===== src/hw/rtl/tkf_pkg.sv =====
// Shared types and constants of the two-axis tilt filter.
`timescale 1ns / 1ps

package tkf_pkg;

  localparam int RATE_W     = 18;
  localparam int ANGLE_W    = 17;
  localparam int VAR_W      = 32;
  localparam int STEP_W     = 16;
  localparam int NOISE_W    = 24;
  localparam int STEP_FRAC  = 16;
  localparam int ANGLE_LIMIT = 46080;
  localparam int REG_IDX_W  = 3;

  typedef enum logic [REG_IDX_W-1:0] {
    REG_STEP_TIME         = 3'd0,
    REG_PROCESS_NOISE     = 3'd1,
    REG_MEASUREMENT_NOISE = 3'd2,
    REG_ROLL_RATE_OFFSET  = 3'd3,
    REG_PITCH_RATE_OFFSET = 3'd4
  } tkf_reg_t;

  typedef struct packed {
    logic [STEP_W-1:0]  step_time;
    logic [NOISE_W-1:0] process_noise;
    logic [NOISE_W-1:0] measurement_noise;
  } tkf_cfg_t;

  typedef struct packed {
    logic start;
    logic ack;
  } tkf_ctl_t;

  typedef struct packed {
    logic idle;
    logic done;
  } tkf_stat_t;

endpackage


===== src/hw/rtl/tkf_divider.sv =====
// Restoring divider for the Kalman gain, one quotient bit per cycle.
`timescale 1ns / 1ps

module tkf_divider #(
  parameter int FRAC_BITS = 16
) (
  input  logic                 clk,
  input  logic                 rst_n,
  input  logic                 start,
  input  logic [31:0]          num,
  input  logic [32:0]          den,
  output logic                 done,
  output logic [FRAC_BITS:0]   quotient
);

  localparam int REM_W = 34;
  localparam int CNT_W = $clog2(FRAC_BITS + 1);

  typedef enum logic {D_IDLE, D_RUN} div_state_t;

  div_state_t            state_r, state_nxt;
  logic [REM_W-1:0]      rem_r, rem_nxt;
  logic [32:0]           den_r, den_nxt;
  logic [FRAC_BITS:0]    q_r, q_nxt;
  logic [CNT_W-1:0]      cnt_r, cnt_nxt;
  logic                  zero_r, zero_nxt;
  logic                  done_r, done_nxt;

  logic [REM_W-1:0]      trial;
  logic [REM_W-1:0]      diff;
  logic                  ge;

  always_comb begin
    trial = (cnt_r == '0) ? rem_r : {rem_r[REM_W-2:0], 1'b0};
    ge    = trial >= {1'b0, den_r};
    diff  = trial - {1'b0, den_r};
  end

  always_comb begin
    state_nxt = state_r;
    rem_nxt   = rem_r;
    den_nxt   = den_r;
    q_nxt     = q_r;
    cnt_nxt   = cnt_r;
    zero_nxt  = zero_r;
    done_nxt  = 1'b0;
    unique case (state_r)
      D_IDLE: begin
        if (start) begin
          rem_nxt   = {2'b00, num};
          den_nxt   = den;
          zero_nxt  = (den == '0);
          cnt_nxt   = '0;
          q_nxt     = '0;
          state_nxt = D_RUN;
        end
      end
      D_RUN: begin
        rem_nxt = ge ? diff : trial;
        q_nxt   = {q_r[FRAC_BITS-1:0], ge};
        cnt_nxt = cnt_r + 1'b1;
        if (cnt_r == CNT_W'(FRAC_BITS)) begin
          done_nxt  = 1'b1;
          state_nxt = D_IDLE;
        end
      end
      default: state_nxt = D_IDLE;
    endcase
  end

  always_ff @(posedge clk) begin
    if (!rst_n) begin
      state_r <= D_IDLE;
      done_r  <= 1'b0;
    end else begin
      state_r <= state_nxt;
      done_r  <= done_nxt;
    end
    rem_r  <= rem_nxt;
    den_r  <= den_nxt;
    q_r    <= q_nxt;
    cnt_r  <= cnt_nxt;
    zero_r <= zero_nxt;
  end

  assign done     = done_r;
  assign quotient = zero_r ? '0 : q_r;

endmodule


===== src/hw/rtl/tkf_lane.sv =====
// One axis of the filter: predict, gain, correct, with its stored estimate.
`timescale 1ns / 1ps

module tkf_lane #(
  parameter int FRAC_BITS = 16
) (
  input  logic                               clk,
  input  logic                               rst_n,
  input  tkf_pkg::tkf_cfg_t                  cfg,
  input  logic signed [tkf_pkg::RATE_W-1:0]  rate_offset,
  input  tkf_pkg::tkf_ctl_t                  ctl,
  input  logic signed [tkf_pkg::RATE_W-1:0]  rate,
  input  logic signed [tkf_pkg::ANGLE_W-1:0] measured,
  output tkf_pkg::tkf_stat_t                 stat,
  output logic signed [tkf_pkg::ANGLE_W-1:0] angle,
  output logic [tkf_pkg::VAR_W-1:0]          variance
);

  localparam int PR_W  = 36;
  localparam int ADV_W = 20;
  localparam int PD_W  = 21;
  localparam int IN_W  = 22;
  localparam int PA_W  = FRAC_BITS + 24;
  localparam int ADJ_W = PA_W - FRAC_BITS;
  localparam int SUM_W = 25;
  localparam int PV_W  = FRAC_BITS + 33;
  localparam logic [31:0] VAR_RESET = 32'd4 << FRAC_BITS;
  localparam logic signed [SUM_W-1:0] LIM_HI = SUM_W'(tkf_pkg::ANGLE_LIMIT);
  localparam logic signed [SUM_W-1:0] LIM_LO = -SUM_W'(tkf_pkg::ANGLE_LIMIT);

  typedef enum logic [2:0] {
    L_IDLE, L_ADV, L_PRED, L_DIV, L_MULA, L_MULV, L_FIN, L_DONE
  } lane_state_t;

  lane_state_t                state_r, state_nxt;
  logic signed [18:0]         rate_r, rate_nxt;
  logic signed [16:0]         meas_r, meas_nxt;
  logic signed [PR_W-1:0]     prod_r_r, prod_r_nxt;
  logic signed [PD_W-1:0]     pred_r, pred_nxt;
  logic [31:0]                p_r, p_nxt;
  logic [FRAC_BITS:0]         k_r, k_nxt;
  logic signed [PA_W-1:0]     prod_a_r, prod_a_nxt;
  logic [PV_W-1:0]            prod_v_r, prod_v_nxt;
  logic signed [16:0]         est_r, est_nxt;
  logic [31:0]                var_r, var_nxt;
  logic                       div_start_r, div_start_nxt;

  logic signed [PR_W-1:0]     rate_ext, step_ext, adv_sum;
  logic signed [ADV_W-1:0]    adv;
  logic [32:0]                psum;
  logic [32:0]                den;
  logic signed [IN_W-1:0]     innov;
  logic signed [PA_W-1:0]     k_ext, innov_ext, adj_sum;
  logic signed [ADJ_W-1:0]    adj;
  logic signed [SUM_W-1:0]    corr;
  logic [FRAC_BITS:0]         gain_c;
  logic [PV_W-1:0]            var_sum;
  logic                       div_done;
  logic [FRAC_BITS:0]         div_q;

  always_comb begin
    rate_ext  = {{(PR_W-19){rate_r[18]}}, rate_r};
    step_ext  = $signed({{(PR_W-tkf_pkg::STEP_W){1'b0}}, cfg.step_time});
    adv_sum   = prod_r_r + (PR_W'(1) <<< (tkf_pkg::STEP_FRAC - 1));
    adv       = adv_sum[PR_W-1:tkf_pkg::STEP_FRAC];
    psum      = {1'b0, var_r} + {9'd0, cfg.process_noise};
    den       = {1'b0, p_r} + {9'd0, cfg.measurement_noise};
    innov     = {{(IN_W-17){meas_r[16]}}, meas_r} - {{(IN_W-PD_W){pred_r[PD_W-1]}}, pred_r};
    k_ext     = $signed({{(PA_W-FRAC_BITS-1){1'b0}}, k_r});
    innov_ext = {{(PA_W-IN_W){innov[IN_W-1]}}, innov};
    adj_sum   = prod_a_r + (PA_W'(1) <<< (FRAC_BITS - 1));
    adj       = adj_sum[PA_W-1:FRAC_BITS];
    corr      = {{(SUM_W-PD_W){pred_r[PD_W-1]}}, pred_r}
              + {{(SUM_W-ADJ_W){adj[ADJ_W-1]}}, adj};
    gain_c    = {1'b1, {FRAC_BITS{1'b0}}} - k_r;
    var_sum   = prod_v_r + (PV_W'(1) << (FRAC_BITS - 1));
  end

  always_comb begin
    state_nxt     = state_r;
    rate_nxt      = rate_r;
    meas_nxt      = meas_r;
    prod_r_nxt    = prod_r_r;
    pred_nxt      = pred_r;
    p_nxt         = p_r;
    k_nxt         = k_r;
    prod_a_nxt    = prod_a_r;
    prod_v_nxt    = prod_v_r;
    est_nxt       = est_r;
    var_nxt       = var_r;
    div_start_nxt = 1'b0;
    unique case (state_r)
      L_IDLE: begin
        if (ctl.start) begin
          rate_nxt  = {rate[tkf_pkg::RATE_W-1], rate}
                    - {rate_offset[tkf_pkg::RATE_W-1], rate_offset};
          meas_nxt  = measured;
          state_nxt = L_ADV;
        end
      end
      L_ADV: begin
        prod_r_nxt = rate_ext * step_ext;
        state_nxt  = L_PRED;
      end
      L_PRED: begin
        pred_nxt      = {{(PD_W-17){est_r[16]}}, est_r} + {adv[ADV_W-1], adv};
        p_nxt         = psum[32] ? 32'hFFFF_FFFF : psum[31:0];
        div_start_nxt = 1'b1;
        state_nxt     = L_DIV;
      end
      L_DIV: begin
        if (div_done) begin
          k_nxt     = div_q;
          state_nxt = L_MULA;
        end
      end
      L_MULA: begin
        prod_a_nxt = k_ext * innov_ext;
        state_nxt  = L_MULV;
      end
      L_MULV: begin
        prod_v_nxt = PV_W'(gain_c) * PV_W'(p_r);
        state_nxt  = L_FIN;
      end
      L_FIN: begin
        if (corr > LIM_HI) begin
          est_nxt = LIM_HI[16:0];
        end else if (corr < LIM_LO) begin
          est_nxt = LIM_LO[16:0];
        end else begin
          est_nxt = corr[16:0];
        end
        var_nxt   = var_sum[FRAC_BITS+31:FRAC_BITS];
        state_nxt = L_DONE;
      end
      L_DONE: begin
        if (ctl.ack) begin
          state_nxt = L_IDLE;
        end
      end
      default: state_nxt = L_IDLE;
    endcase
  end

  always_ff @(posedge clk) begin
    if (!rst_n) begin
      state_r     <= L_IDLE;
      div_start_r <= 1'b0;
      est_r       <= '0;
      var_r       <= VAR_RESET;
    end else begin
      state_r     <= state_nxt;
      div_start_r <= div_start_nxt;
      est_r       <= est_nxt;
      var_r       <= var_nxt;
    end
    rate_r   <= rate_nxt;
    meas_r   <= meas_nxt;
    prod_r_r <= prod_r_nxt;
    pred_r   <= pred_nxt;
    p_r      <= p_nxt;
    k_r      <= k_nxt;
    prod_a_r <= prod_a_nxt;
    prod_v_r <= prod_v_nxt;
  end

  tkf_divider #(
    .FRAC_BITS (FRAC_BITS)
  ) u_div (
    .clk      (clk),
    .rst_n    (rst_n),
    .start    (div_start_r),
    .num      (p_r),
    .den      (den),
    .done     (div_done),
    .quotient (div_q)
  );

  assign stat.idle = (state_r == L_IDLE);
  assign stat.done = (state_r == L_DONE);
  assign angle     = est_r;
  assign variance  = var_r;

endmodule


===== config.mk =====
export PLATFORM = sky130hd
export DESIGN_NAME = tkf_lane
export DESIGN_NICKNAME = d
export VERILOG_FILES = /design/src/hw/rtl/tkf_pkg.sv /design/src/hw/rtl/tkf_divider.sv /design/src/hw/rtl/tkf_lane.sv
export SDC_FILE = /design/constraint.sdc
export NUM_CORES = 2
export LEC_CHECK = 0
export ABC_AREA = 1
export BUFFER_PORTS_ARGS = -buffer_cell sky130_fd_sc_hd__buf_2
export CORE_AREA = 2 2 263 368
export DETAILED_ROUTE_END_ITERATION = 6
export DIE_AREA = 0 0 265 370
export GPL_TIMING_DRIVEN = 0
export HOLD_SLACK_MARGIN = 0.1
export PLACE_DENSITY = 0.86
export SETUP_SLACK_MARGIN = 0.2
export SYNTH_ARGS = -nofsm -noshare
export SYNTH_HDL_FRONTEND = slang
export SYNTH_SLANG_ARGS = --single-unit

===== constraint.sdc =====
create_clock -name clk -period 20.8 [get_ports clk]
set_input_delay 4.16 -clock clk [delete_from_list [all_inputs] [get_ports clk]]
set_output_delay 4.16 -clock clk [all_outputs]
set_load 0.01 [all_outputs]

==> run_results.csv <==
group,metric,value,unit
die,die_h,370,µm
setup_path,reg2regPathDepth,28,
clock_tree,post_cts.repair.setup_buffers,0,
clock_tree,cts_max_path_buffers,3,
hold_path,min-delay-start,"angle[8]$_SDFFE_PN0P_",
setup_path,cp_max_fo,10,
layout,fill_cells,7351,
synthesis,synth-main-ff-cell,"edfxtp_1",
setup_path,cp.required,21.15,ns
detailed_routing,drtIter0Drc,4737,
place,portBuffers,155,
layout,finalNonFillerCells,9824,
global_routing,grt_usage,44.5,%
synthesis,synth-edff-count,275,
die,coreArea,0.0949,mm²
setup_path,arrival,11.73,ns
die,initial_core_util,69.4,%
detailed_routing,wire_per_inst,21.8,µm
timing,hold-worst-slack,0.493,ns
hold_path,hold_class,"reg -> reg",
die,die-area,0.0981,mm²
clock_tree,cts_root_buf,"clkbuf_16",
layout,final_common_cell,"inv_1",
global_routing,antenna_found_initial,22,
timing,period_needed,11.37,ns
hold_path,hold_path_depth,2,
synthesis,synth_nets,10100,
synthesis,netlist_area,0.0658,mm²
detailed_routing,drt-total-wl,214,mm
die,ios,172,
outcome,violations,"DRC",
timing,rsz0062_at_grt,"no",
timing,timing.fmax,87.9,MHz
clock_tree,path_clk_slew,0.08,ns
synthesis,synthArstFlopShare,0,%
clock_tree,cts_hold_buffers,0,
setup_path,r2r_end,"prod_v_r[38]$_DFFE_PP_",
timing,slew_headroom,6.79,%
clock_tree,cts_made_buffers,38,
outcome,status,"complete, but fails checks",
detailed_routing,via_per_inst,5.85,
detailed_routing,drcViolationCount,10,
clock_tree,htreeDepth,2,
synthesis,yosysSeqAreaShare,14.2,%
synthesis,syn_area_per_cell,7.88,µm²
global_routing,grt_overflow,0,
clock_tree,clk_latency,0.63,ns
place,dp_cells,9747,
detailed_routing,vias,57400,
setup_path,crit_start,"cfg[56]",
layout,drive_above_1_share,4.92,%
timing,finalSetupViolations,0,
layout,fin_nets,10300,
setup_path,r2r_setup_slack,11.05,ns
die,die_width,265,µm
clock_tree,cts_tree,"done",
synthesis,yosysWarnings,0,
setup_path,critPathLaunchType,"input pin",
clock_tree,cts.sinks,330,
global_routing,grt_start_max_net_pins,40,
synthesis,ys_seq_elements,330,
place,dpl.hpwl,179,mm
detailed_routing,detail-route-antenna-nets,0,
global_routing,grt_pass1_vias,61400,
layout,area_delta_synth_final,5.87,%
setup_path,worstSetupPathType,"in -> reg",
timing,worst_clock_skew,0.0500,ns
detailed_routing,dr.pass1.iters,7,
global_routing,grt_pass1_wl,328,mm
place,gp_congestion,1.09,
timing,tns,0,ns
setup_path,r2r-start,"k_r[0]$_SDFFCE_PP0P_",
timing,fin_crit_sh,54.7,%
hold_path,hold_end,"angle[8]$_SDFFE_PN0P_",
setup_path,worst_setup_path_end_kind,"register",
timing,hold_viol,0,
job,cap_violations,0,
timing,slew_violations,0,
clock_tree,cts_resized,0,
synthesis,synthCells,8354,
synthesis,yosys.cell_types.count,71,
layout,mostFrequentLayoutCells,"inv_1 (2104), nand2_1 (1807), fa_1 (1122)",
timing,worst_pin_slew,1.38,ns
die,fp-row-count,134,
## stage by stage
stage                     area (µm²)  setup slack, ns  utilization (%)
after global placement         68200             9.19             71.8
after CTS                      69700             9.78             73.4
after floorplan                65800            11.04                -
final                          69700             9.43             73.5
after detailed placement       68400             9.15             72.0
after global routing           69700             9.19             73.4
## synth_stat cells (6+ instances only)
library cell | number | area (µm²)
buf_4 | 9 | 67.6
nor2_1 | 672 | 2520
nor2_2 | 12 | 75.1
clkbuf_1 | 217 | 815
nand3_1 | 224 | 1120
a31oi_1 | 27 | 169
inv_2 | 14 | 52.6
o211ai_1 | 10 | 75.1
o31ai_1 | 7 | 52.6
nand2_1 | 1808 | 6790
inv_1 | 2104 | 7900
buf_6 | 8 | 90.1
o21a_1 | 26 | 195
dfxtp_1 | 55 | 1100
edfxtp_1 | 275 | 8260
nand4_1 | 61 | 382
nor4_1 | 11 | 68.8
buf_1 | 9 | 33.8
nor3_1 | 60 | 300
o221ai_1 | 6 | 52.6
nand2_2 | 21 | 131
fa_1 | 1122 | 22500
nand3b_1 | 7 | 52.6
buf_2 | 24 | 120
a21o_1 | 23 | 173
a21oi_2 | 7 | 61.3
a21boi_0 | 7 | 52.6
ha_1 | 473 | 5920
a21oi_1 | 342 | 1710
o21ai_0 | 245 | 1230
o21ai_1 | 18 | 90.1
o21bai_1 | 38 | 285
or2_2 | 53 | 332
o21ai_2 | 6 | 52.6
xnor2_1 | 88 | 771
clkinv_1 | 15 | 56.3
xor2_1 | 182 | 1590
## worst max-delay path: stages
cell and delay [ns]:
clkbuf_1 0.69, clkbuf_1 0.63, nand2_1 0.17, fa_1 0.57, inv_1 0.06, fa_1 0.50
inv_1 0.05, fa_1 0.53, inv_1 0.05, fa_1 0.53, inv_1 0.05, fa_1 0.53
inv_1 0.06, fa_1 0.47, ha_1 0.45, nand2_1 0.18, nor2_1 0.44, nand2_1 0.09
o211ai_1 0.71, a21boi_0 0.33, o21ai_0 0.35, xor2_1 0.12
## worst max-delay path by stage
stage | endpoint | slack (ns) | cells after the start
floorplan | prod_r_r[35]$_DFFE_PP_ | 11.04 | 19
global placement | prod_r_r[24]$_DFFE_PP_ | 9.19 | 22
detailed placement | prod_r_r[24]$_DFFE_PP_ | 9.15 | 22
CTS | prod_r_r[24]$_DFFE_PP_ | 9.78 | 22
global route | prod_r_r[24]$_DFFE_PP_ | 9.19 | 22
finish | prod_r_r[24]$_DFFE_PP_ | 9.43 | 22
## sequential cells by signal (all words and copies together) (netlist names)
name           cells
pred_r            21
angle             17
prod_v_r          33
variance          32
meas_r            17
rate_r            19
prod_r_r          21
u_div.q_r         17
k_r               17
u_div.state_r      1
u_div.zero_r       1
prod_a_r          25
p_r               32
u_div.den_r       33
u_div.rem_r       34
u_div.cnt_r        5
div_start_r        1
state_r            3
u_div.done         1
## cell families (layout without fill, tap and decap cells)
group / Yosys count / in the layout / synth area share [%]
AND/OR/NAND/NOR: 2963 / 2963 / 18.4
buffers and inverters: 2402 / 2639 / 13.9
adder cells (fa/ha/maj): 1595 / 1595 / 43.1
AO/OA/AOI/OAI: 793 / 793 / 6.82
flip-flops: 330 / 330 / 14.2
XOR/XNOR: 271 / 271 / 3.62
other: 0 / 9 / 0
## routing by layer
metal / share of wire (%) / up-vias / track usage [%]
met5: 0.084 / - / 0
met4: 10 / 30 / 37.8
met3: 9.8 / 1274 / 11.5
met2: 48 / 3234 / 76.6
met1: 31 / 27500 / 45.3
li1: - / 25400 / -
## layout make-up
cell class / instances / area, µm² / share of cell area (%)
antenna: 9 / 22.5 / 0.0323
buffer: 267 / 1130 / 1.62
clock buffer: 43 / 980 / 1.41
clock inverter: 25 / 348 / 0.499
inverter: 2135 / 8020 / 11.5
multi-input combinational: 5622 / 47400 / 68.0
sequential: 330 / 9360 / 13.4
tap: 1224 / 1530 / 2.20
timing repair buffer: 169 / 942 / 1.35
Power is left out: the tool's default activity adds up to more than one toggle a clock period on the data nets, which glitch-free logic cannot reach.
